**config.mk**
```make
export PLATFORM = sky130hd
export DESIGN_NAME = sjsa_front
export DESIGN_NICKNAME = d
export VERILOG_FILES = /design/src/rtl/sjsa_pkg.sv /design/src/rtl/sjsa_front.sv
export SDC_FILE = /design/constraint.sdc
export NUM_CORES = 1
export LEC_CHECK = 0
export BUFFER_PORTS_ARGS = -buffer_cell sky130_fd_sc_hd__buf_2
export CAP_MARGIN = 20
export CORE_UTILIZATION = 47
export DETAILED_ROUTE_END_ITERATION = 7
export PLACE_DENSITY = 0.75
export SYNTH_ARGS = -nofsm -noshare
export SYNTH_HDL_FRONTEND = slang
export SYNTH_SLANG_ARGS = --single-unit
```
**constraint.sdc**
```tcl
create_clock -name clk -period 5.45 [get_ports clk]
set_input_delay 0.545 -clock clk [delete_from_list [all_inputs] [get_ports clk]]
set_output_delay 0.545 -clock clk [all_outputs]
set_load 0.03 [all_outputs]
```
**src/rtl/sjsa_pkg.sv**
```systemverilog
// ----------------------------------------------------------------------------
// sjsa_pkg
// Shared types and constants of the sparse Jacobian scatter-accumulate.
// ----------------------------------------------------------------------------
`default_nettype none

package sjsa_pkg;

  localparam logic [1:0] MODE_RATE = 2'd0;
  localparam logic [1:0] MODE_INV  = 2'd1;
  localparam logic [1:0] MODE_TERM = 2'd2;
  localparam logic [1:0] MODE_READ = 2'd3;

  localparam logic [63:0] Q_MAX = 64'h7FFF_FFFF_FFFF_FFFF;
  localparam logic [63:0] Q_MIN = 64'h8000_0000_0000_0000;

  typedef enum logic [2:0] {
    OP_RATE,
    OP_INV,
    OP_TERM,
    OP_READ,
    OP_READ_NULL
  } op_t;

  typedef struct packed {
    op_t          op;
    logic [11:0]  entry;
    logic [9:0]   step;
    logic [7:0]   species;
    logic [63:0]  data;
  } item_t;

endpackage

`default_nettype wire

```
**src/rtl/sjsa_front.sv**
```systemverilog
// ----------------------------------------------------------------------------
// sjsa_front
// Classify incoming items by mode and index range, queue them for the back end.
// ----------------------------------------------------------------------------
`default_nettype none

module sjsa_front import sjsa_pkg::*; #(
  parameter int NUM_STEPS   = 1024,
  parameter int NUM_SPECIES = 256,
  parameter int NUM_ENTRIES = 4096
) (
  input  wire logic        clk,
  input  wire logic        rst_n,
  input  wire logic        push,
  input  wire logic [1:0]  mode,
  input  wire logic [11:0] entry_index,
  input  wire logic [9:0]  step_index,
  input  wire logic [7:0]  species_index,
  input  wire logic [63:0] data_value,
  output logic             full,
  output logic             q_valid,
  output item_t            q_item,
  input  wire logic        pop
);

  logic  step_ok, spec_ok, entry_ok, keep;
  item_t cls;

  item_t      slot_r [2];
  logic       wr_ptr_r, wr_ptr_nxt, rd_ptr_r, rd_ptr_nxt;
  logic [1:0] cnt_r, cnt_nxt;
  logic       do_push, do_pop;

  always_comb begin
    step_ok  = 32'(step_index) < NUM_STEPS;
    spec_ok  = 32'(species_index) < NUM_SPECIES;
    entry_ok = 32'(entry_index) < NUM_ENTRIES;
    cls.entry   = entry_index;
    cls.step    = step_index;
    cls.species = species_index;
    cls.data    = data_value;
    cls.op      = OP_READ_NULL;
    keep        = 1'b1;
    case (mode)
      MODE_RATE: begin
        cls.op = OP_RATE;
        keep   = step_ok;
      end
      MODE_INV: begin
        cls.op = OP_INV;
        keep   = spec_ok;
      end
      MODE_TERM: begin
        cls.op = OP_TERM;
        keep   = step_ok && spec_ok && entry_ok;
      end
      MODE_READ: begin
        cls.op = entry_ok ? OP_READ : OP_READ_NULL;
      end
      default: begin
        keep = 1'b0;
      end
    endcase
  end

  assign do_push    = push && keep;
  assign do_pop     = pop && (cnt_r != 2'd0);
  assign wr_ptr_nxt = do_push ? ~wr_ptr_r : wr_ptr_r;
  assign rd_ptr_nxt = do_pop ? ~rd_ptr_r : rd_ptr_r;
  assign cnt_nxt    = cnt_r + {1'b0, do_push} - {1'b0, do_pop};

  always_ff @(posedge clk) begin
    if (!rst_n) begin
      wr_ptr_r <= 1'b0;
      rd_ptr_r <= 1'b0;
      cnt_r    <= 2'd0;
    end else begin
      wr_ptr_r <= wr_ptr_nxt;
      rd_ptr_r <= rd_ptr_nxt;
      cnt_r    <= cnt_nxt;
    end
    if (do_push) begin
      slot_r[wr_ptr_r] <= cls;
    end
  end

  assign full    = (cnt_r == 2'd2);
  assign q_valid = (cnt_r != 2'd0);
  assign q_item  = slot_r[rd_ptr_r];

endmodule

`default_nettype wire

```
==> out/results.ini, run 1 <==
[outcome]
outcome = completed

[route]
drc = 0
wire_per_inst_um = 16.5
dr.pass1.iters = 4
antenna_left = 0
vias = 3617
drtIter0Drc = 177
routed_wirelength_mm = 12.5
viasPerCell = 4.78

[clock_network]
clockBufferDepth = 2
tritoncts = done
root_buffer = clkbuf_16
cts_setup_buffers = 0
cts_buffers = 17
clk_pin_slew_worst_paths_ps = 70
cts.repair.resized = 0
cts_max_level = 4
insertion_delay_ps = 420
cts_num_sinks = 197
cts-hold-fix-buffers = 0

[synth]
syn_nets = 428
ys_seq_area_share_pct = 79.4
synthTopCellsByCount = edfxtp_1 (192), mux2_2 (56), mux2_4 (40)
syn_area_per_cell_um2 = 22.7
synth_largest_area_cell = edfxtp_1
netlist-cell-type-count = 21
synth.top_cell.area_share_pct = 78.0
ys_ff_latch = 197
syn_inst = 326
async_reset_ff_share_pct = 0
yosysMostFrequentCell = edfxtp_1
synth.area.top_cells = edfxtp_1 (78%), mux2_2 (8.5%), mux2_4 (8.1%)
ys_warn_count = 0
synth_edf_count = 192
synth_ff_type = edfxtp_1
netlist_area_um2 = 7390

[global_routing]
grt_pass1_vias = 3700
grt_pass1_wl_mm = 19.0
grt.total_usage_pct = 15.9
grt_start_max_net_pins = 62
antenna_found_initial = 1
grt_overflow = 0

[finish]
nets = 634
drive_above_1_share_pct = 60.7
nFillCells = 1124
area_growth_syn_to_layout_pct = 24.5
design_area_um2 = 9200

[pwr]
leakage_nw = 3.53
powerDensity_nw_per_um2 = 448
vdd_ir_drop_max_v = 0.000257

[setup_path]
critPathRequiredTime_ps = 4910
path_class = flip-flop to output port
endpoint_kind = output port
timing.rr.end = slot_r[1][60]
setup.worst_path.end = q_item[29]
cp_data_arrival_time_ps = 2610
worstReg2RegStart = wr_ptr_r
rr_worst_depth = 2
start_kind = flip-flop
reg2reg_setup_slack_ps = 3390
cp_max_fo = 61

[run]
maxCapViolCount = 0

[floorplan]
num_io_pins = 199
die_y_um = 127
die_w_um = 127
row_count = 45
die_area_um2 = 16200
start_util_pct = 48.4
core_area_um2 = 15300

[sta]
max-slew-margin-rel_pct = 33.6
fin_tns_setup_ps = 0
clock_skew_ps = 5.77
rsz0062_at_grt = false
slew_viol_final = 0
worst_slew_pin_slew_ps = 997
post-route-period-util_pct = 57.8
period_minus_slack_ps = 3150
setup-violations-final = 0
hold_ws_ps = 310
max_freq_mhz = 317
hold_viol = 0

[min_path]
hold_class = primary input to flip-flop

[placed_design]
dpl.hpwl_mm = 8.20
place_congestion = 0.740
postPlaceCellArea_um2 = 8540
port_buffers = 197

## layer usage
layer	vias up	wire, um	part of all wire, %	track usage [%]
li1	1698	-	-	-
met1	1766	5310	42	18.7
met2	139	6120	49	26.3
met3	14	886	7.1	6.11
met4	0	180	1.4	6.51
met5	-	0	0	0
## worst min-delay path by stage
stage / startpoint / depth (start not counted) / to
3_5_place_dp: rd_ptr_r / 2 / flip-flop
5_1_grt: data_value[54] / 1 / slot_r[1][54]
4_1_cts: data_value[49] / 1 / slot_r[0][49]
6_report: data_value[6] / 1 / slot_r[0][6]
2_1_floorplan: rd_ptr_r / 2 / flip-flop
3_3_place_gp: rd_ptr_r / 2 / flip-flop
## stage by stage
step | utilization, % | power (mW) | cells | setup slack [ps]
after floorplan | - | 2.61 | 326 | 129
after global placement | 56.0 | 2.79 | 724 | 2730
after detailed placement | 56.0 | 2.81 | 724 | 2680
after CTS | 60.3 | 4.17 | 756 | 2210
after global routing | 60.3 | 4.28 | 756 | 2100
final | 60.3 | 4.12 | 757 | 2300
## logic make-up (layout without fill, tap and decap cells)
group / count (synthesis) / count (layout) / synth area share, %
flip-flops: 197 / 197 / 79.4
multiplexers: 98 / 98 / 16.9
buffers and inverters: 16 / 235 / 2.08
AND/OR/NAND/NOR: 9 / 9 / 0.728
adder cells (fa/ha/maj): 2 / 2 / 0.339
AO/OA/AOI/OAI: 2 / 2 / 0.203
other: 1 / 2 / 0.0507
XOR/XNOR: 1 / 1 / 0.305
## area by class of cell
type / instances / area, um^2 / share of cell area [%]
Timing Repair Buffer: 201 / 1020 / 11.0
Antenna cell: 1 / 2.50 / 0.0272
Clock inverter: 11 / 198 / 2.15
Multi-Input combinational cell: 113 / 1380 / 15.0
Tap cell: 211 / 264 / 2.87
Clock buffer: 21 / 460 / 5.01
Sequential cell: 197 / 5870 / 63.8
Inverter: 2 / 7.51 / 0.0816
## registers in the layout, summed over array words and instances, names as in the netlist, named ones only
signal,cells
cnt_r,2
rd_ptr_r,1
slot_r,192
wr_ptr_r,1
## power by group
part           internal, mW  leakage (nW)  switching, mW
clock network         0.843         0.318          0.515
registers              1.76          1.84         0.0872
logic                 0.384          1.37          0.533
## critical path: stages (launching register included)
cell	delay [ps]
dfxtp_4	980
buf_4	580
mux2_2	400
buf_2	180
## cells in the final DEF, fill, tap and decap left out, types with 3 or more instances in the layout
cell type,n
dfxtp_1,4
bufinv_16,5
buf_2,197
clkbuf_16,17
mux2_2,56
buf_4,4
edfxtp_1,192
nor2b_1,3
mux2_4,40
No activity file was read; power rests on OpenSTA's default activity.
==> run 2, diff against run 1 <==
--- a/config.mk
+++ b/config.mk
@@ -5,11 +5,12 @@
 export SDC_FILE = /design/constraint.sdc
 export NUM_CORES = 1
 export LEC_CHECK = 0
+export ABC_AREA = 1
 export BUFFER_PORTS_ARGS = -buffer_cell sky130_fd_sc_hd__buf_2
 export CAP_MARGIN = 20
-export CORE_UTILIZATION = 47
+export CORE_UTILIZATION = 50
 export DETAILED_ROUTE_END_ITERATION = 7
-export PLACE_DENSITY = 0.75
+export PLACE_DENSITY = 0.77
 export SYNTH_ARGS = -nofsm -noshare
 export SYNTH_HDL_FRONTEND = slang
 export SYNTH_SLANG_ARGS = --single-unit
==> constraint.sdc (replaced) <==
create_clock -name clk -period 3 [get_ports clk]
set_input_delay 0.3 -clock clk [delete_from_list [all_inputs] [get_ports clk]]
set_output_delay 0.3 -clock clk [all_outputs]
set_load 0.03 [all_outputs]
==> run 2 against run 1 <==
  * Cell area fell by 0.83%
  * Total power rose by 76%
  * Global-route usage rose by 0.22 points
  * Via count rose by 1.4%
  * Count of clock-buffer cells in the layout fell by 1
  * Wire length fell by 2.3%
  * Die area fell by 5.9%
==> out/results.ini, run 2 <==
[outcome]
outcome = completed

[setup_path]
cp_max_fo = 41
slowest_stage = buf_4
cp_data_arrival_time_ps = 1890
reg2reg_setup_slack_ps = 1260
start_kind = flip-flop
cp.buffers_inverters = 2
cp_cell_sequence = buf_4 -> mux2_2 -> buf_2
rr_worst_depth = 3
max_stage_delay_ps = 500
endpoint_kind = output port
crit_family = buffers and inverters
critPathRequiredTime_ps = 2700
path_class = flip-flop to output port
critical_path_depth = 3

[global_routing]
grt_start_max_net_pins = 56
grt_pass1_vias = 3622
grt.total_usage_pct = 16.1
grt_overflow = 0
antenna_found_initial = 0
grt_pass1_wl_mm = 17.8

[route]
viasPerCell = 4.93
drtIter0Drc = 276
routed_wirelength_mm = 12.2
drc = 0
wire_per_inst_um = 16.4
vias = 3667
dr.pass1.iters = 4
antenna_left = 0

[synth]
netlist-cell-type-count = 17
synth.top_cell.area_share_pct = 78.0
async_reset_ff_share_pct = 0
ys_seq_area_share_pct = 79.4
synth_ff_type = edfxtp_1
synth_largest_area_cell = edfxtp_1
ys_warn_count = 0
syn_nets = 442
synth.area.top_cells = edfxtp_1 (78%), mux2_2 (8.5%), mux2_4 (8.1%)
netlist_area_um2 = 7390
synth_edf_count = 192
syn_area_per_cell_um2 = 21.7
ys_ff_latch = 197
yosysMostFrequentCell = edfxtp_1
syn_inst = 340
synthTopCellsByCount = edfxtp_1 (192), mux2_2 (56), mux2_4 (40)

[min_path]
hold_class = primary input to flip-flop
hold_depth = 1

[clock_network]
tritoncts = done
clk_pin_slew_worst_paths_ps = 60
cts-hold-fix-buffers = 0
insertion_delay_ps = 420
cts_max_level = 4
cts_setup_buffers = 0
root_buffer = clkbuf_16
cts_num_sinks = 197
cts_buffers = 17
cts.repair.resized = 0
clockBufferDepth = 2

[sta]
post-route-period-util_pct = 73.1
max_freq_mhz = 456
hold_ws_ps = 62.1
clock_skew_ps = 7.09
period_minus_slack_ps = 2190
setup-violations-final = 0
worst_slew_pin_slew_ps = 652
hold_viol = 0
rsz0062_at_grt = false
slew_viol_final = 0
max-slew-margin-rel_pct = 56.6
fin_tns_setup_ps = 0

[placed_design]
port_buffers = 197
place_congestion = 0.695
dpl.hpwl_mm = 8.17

[finish]
nFillCells = 1037
largest_register_ffs = 192
layout_common_cells = buf_2 (197), edfxtp_1 (192), mux2_2 (56)
largestRegisters = slot_r x192, cnt_r x2
antenna_cells = 0
seq_area_um2 = 5870
max_flop_register = slot_r
nets = 649
layout_commonest_cell = buf_2
multiInputGateArea_um2 = 1350
drive_above_1_share_pct = 58.8
area_growth_syn_to_layout_pct = 23.5

[pwr]
powerDensity_nw_per_um2 = 797
vdd_ir_drop_max_v = 0.000610
leakage_nw = 3.54

[floorplan]
die_w_um = 124
row_count = 44
num_io_pins = 199
start_util_pct = 51.0
die_y_um = 124
core_area_um2 = 14500
die_area_um2 = 15300

[run]
maxCapViolCount = 0

run 2: changes by cell type after synthesis, sizes merged:
cell,previous run,this run
and2,2,0
mux2i,2,0
xnor3,1,0
nand2b,1,0
nand3,0,2
nor2,0,10
inv,2,9
nand2,1,8
o21a,2,0
or2,1,0
nor2b,4,0
a21oi,0,1
run 2: power breakdown:
group	switching [mW]	internal, mW
combinational	1.10	0.684
sequential	0.0466	3.20
clock	0.922	1.31
total	2.07	5.20
run 2: path summary, 6_finish.rpt:
| path | startpoint | to |
|---|---|---|
| setup / recovery | flip-flop | q_item[4] |
| hold / removal | data_value[21] | slot_r[1][21] |
| setup reg to reg | wr_ptr_r | slot_r[1][13] |
| hold reg to reg | rd_ptr_r | rd_ptr_r |
run 2: cell type report:
cell class / count / share of cell area, %
Clock inverter: 12 / 1.66
Sequential cell: 197 / 64.3
Inverter: 9 / 0.398
Timing Repair Buffer: 202 / 11.5
Tap cell: 184 / 2.52
Multi-Input combinational cell: 120 / 14.8
Clock buffer: 20 / 4.79
run 2: logic make-up after synthesis:
logic type | Yosys count | synth area share [%]
simple gates | 20 | 1.05
flops | 197 | 79.4
mux | 96 | 16.7
compound gates | 1 | 0.0677
other cells | 1 | 0.0508
fa+ha+maj | 2 | 0.339
buf+inv | 23 | 2.44
run 2: per-layer routing:
metal  vias to the layer above  GRT usage, %  part of all wire (%)
li1                       1723             -                     -
met1                      1789          19.4                    40
met2                       136          26.0                    50
met3                        19          6.23                   7.6
met4                         0          6.63                   1.6
met5                         -             0                     0
run 2: per-stage QoR:
stage          cells  area [um^2]  util, %  setup WS, ps  total power [mW]
2_1_floorplan    340         7400        -           225              4.73
3_3_place_gp     712         8530     58.9          1280              5.06
3_5_place_dp     712         8530     58.9          1240              5.11
4_1_cts          744         9120     63.0           784              7.34
5_1_grt          744         9120     63.0           723              7.55
6_report         744         9120     63.0           808              7.27
==> run 3, diff against run 2 <==
--- a/config.mk
+++ b/config.mk
@@ -8,9 +8,9 @@
 export ABC_AREA = 1
 export BUFFER_PORTS_ARGS = -buffer_cell sky130_fd_sc_hd__buf_2
 export CAP_MARGIN = 20
-export CORE_UTILIZATION = 50
+export CORE_UTILIZATION = 47
 export DETAILED_ROUTE_END_ITERATION = 7
-export PLACE_DENSITY = 0.77
+export PLACE_DENSITY = 0.75
 export SYNTH_ARGS = -nofsm -noshare
 export SYNTH_HDL_FRONTEND = slang
 export SYNTH_SLANG_ARGS = --single-unit
==> constraint.sdc (replaced) <==
create_clock -name clk -period 2 [get_ports clk]
set_input_delay 0.2 -clock clk [delete_from_list [all_inputs] [get_ports clk]]
set_output_delay 0.2 -clock clk [all_outputs]
set_load 0.03 [all_outputs]
==> run 3 against run 2 <==
  * Via count increased by 13%
  * Global-route usage up 2.3 points
  * Clock power increased by 39%
  * Clock skew is 1.1 ps lower
  * Critical path depth is the same
  * Non-clock buffer count increased by 103
  * Highest routed layer unchanged
==> out/results.ini, run 3 (synthesis results as in run 2) <==
[outcome]
outcome = completed

[route]
dr.pass1.iters = 4
routed_wirelength_mm = 14.3
viasPerCell = 4.75
antenna_left = 0
vias = 4153
drtIter0Drc = 165
drc = 0
wire_per_inst_um = 16.3

[floorplan]
start_util_pct = 48.4
num_io_pins = 199
die_area_um2 = 16200
core_area_um2 = 15300
die_w_um = 127
die_y_um = 127
row_count = 45

[clock_network]
clk_pin_slew_worst_paths_ps = 60
cts_buffers = 17
cts_max_level = 4
tritoncts = done
root_buffer = clkbuf_16
clockBufferDepth = 2
cts.repair.resized = 0
cts_num_sinks = 197
insertion_delay_ps = 420

[global_routing]
grt_pass1_vias = 4444
grt_overflow = 0
antenna_found_initial = 0
grt_pass1_wl_mm = 21.9
grt_start_max_net_pins = 70
grt.total_usage_pct = 18.4

[setup_path]
slowest_stage = dfxtp_4
cp_data_arrival_time_ps = 1680
path_class = flip-flop to output port
endpoint_kind = output port
max_stage_delay_ps = 470
crit_family = flip-flops
cp_cell_sequence = buf_4 -> mux2_2 -> buf_2
timing.rr.end = cnt_r[1]
cp_max_fo = 9
worstReg2RegStart = cnt_r[1]
critical_path_depth = 3
start_kind = flip-flop
rr_worst_depth = 9
cp.buffers_inverters = 2
reg2reg_setup_slack_ps = 560
setup.worst_path.end = q_item[45]
critPathRequiredTime_ps = 1800

[sta]
fin_tns_setup_ps = 0
clock_skew_ps = 6.00
max-slew-margin-rel_pct = 65.2
max_freq_mhz = 533
rsz0062_at_grt = false
period_minus_slack_ps = 1880
setup-violations-final = 0
worst_slew_pin_slew_ps = 522
post-route-period-util_pct = 93.9
slew_viol_final = 0
hold_viol = 0

[pwr]
leakage_nw = 3.97
total_power_mw = 10.9
vdd_ir_drop_max_v = 0.000709
powerDensity_nw_per_um2 = 1070

[finish]
area_growth_syn_to_layout_pct = 37.6
largestRegisters = slot_r x192, cnt_r x2
max_flop_register = slot_r
nets = 752
largest_register_ffs = 192
layout_commonest_cell = buf_2
drive_above_1_share_pct = 51.1
layout_common_cells = buf_2 (197), edfxtp_1 (192), dlygate4sd3_1 (97)
antenna_cells = 0

[placed_design]
place_congestion = 0.717
port_buffers = 197
dpl.hpwl_mm = 8.56

[run]
maxCapViolCount = 0

[min_path]
hold_class = primary input to flip-flop

-- run 3: cell types whose count changed in the layout (fill, tap and decap cells not counted), moves of 2 or more --
cell / previous run / this run
clkinv_4: 2 / 4
buf_12: 2 / 5
bufinv_16: 3 / 0
clkbuf_8: 0 / 2
clkinv_2: 3 / 5
buf_4: 3 / 6
dlygate4sd3_1: 0 / 97
-- run 3: area by class of cell --
type,count,area (um^2)
inverters,9,37.5
flip-flops and latches,197,5870
fillers,1027,5090
clock buffers,21,460
clock inverters,11,77.6
repair buffers,305,2100
multi-input cells,120,1350
well taps,211,264
-- run 3: power by group --
part | leakage, nW | internal [mW] | switching [mW]
combinational | 1.85 | 1.22 | 1.70
sequential | 1.84 | 4.80 | 0.102
clock | 0.271 | 1.66 | 1.43
total | 3.97 | 7.68 | 3.24
-- run 3: worst min path at each step --
stage	start	endpoint	slack, ps	depth (start not counted)
6_report	push	wr_ptr_r	70	3
3_3_place_gp	data_value[29]	slot_r[0][29]	390	1
5_1_grt	push	wr_ptr_r	70	3
3_5_place_dp	data_value[15]	slot_r[0][15]	390	1
4_1_cts	push	wr_ptr_r	50	3
2_1_floorplan	rst_n	cnt_r[0]	290	2
-- run 3: worst register-to-register path, cell delays in order (launching register included) --
cell and delay [ps]:
dfxtp_1 320, nor2_1 110, nor2_1 70, ha_1 270, inv_1 40, ha_1 190
inv_1 60, nand2_1 70, a21oi_1 160, nor2_1 70
-- run 3: routing by layer --
layer / routed length, um / track usage, %
met2: 7660 / 33.6
met1: 5540 / 19.6
met4: 255 / 8.19
met3: 822 / 5.40
met5: 0 / 0
-- run 3: what timing repair did --
item                                   CTS  global route
buffers inserted                         2             0
hold buffers                            97             0
setup endpoints to repair               42             0
endpoints found under the hold margin  193             0
-- run 3: per-stage QoR --
stage	instance area (um^2)	instances	util [%]	worst slack, ps	hold WS, ps
floorplan	7400	340	-	-202	293
global placement	8640	743	56.6	449	388
detailed placement	8640	743	56.6	420	391
CTS	10200	874	66.6	75.0	49.9
global route	10200	874	66.6	36.3	72.4
finish	10200	874	66.6	122	69.3
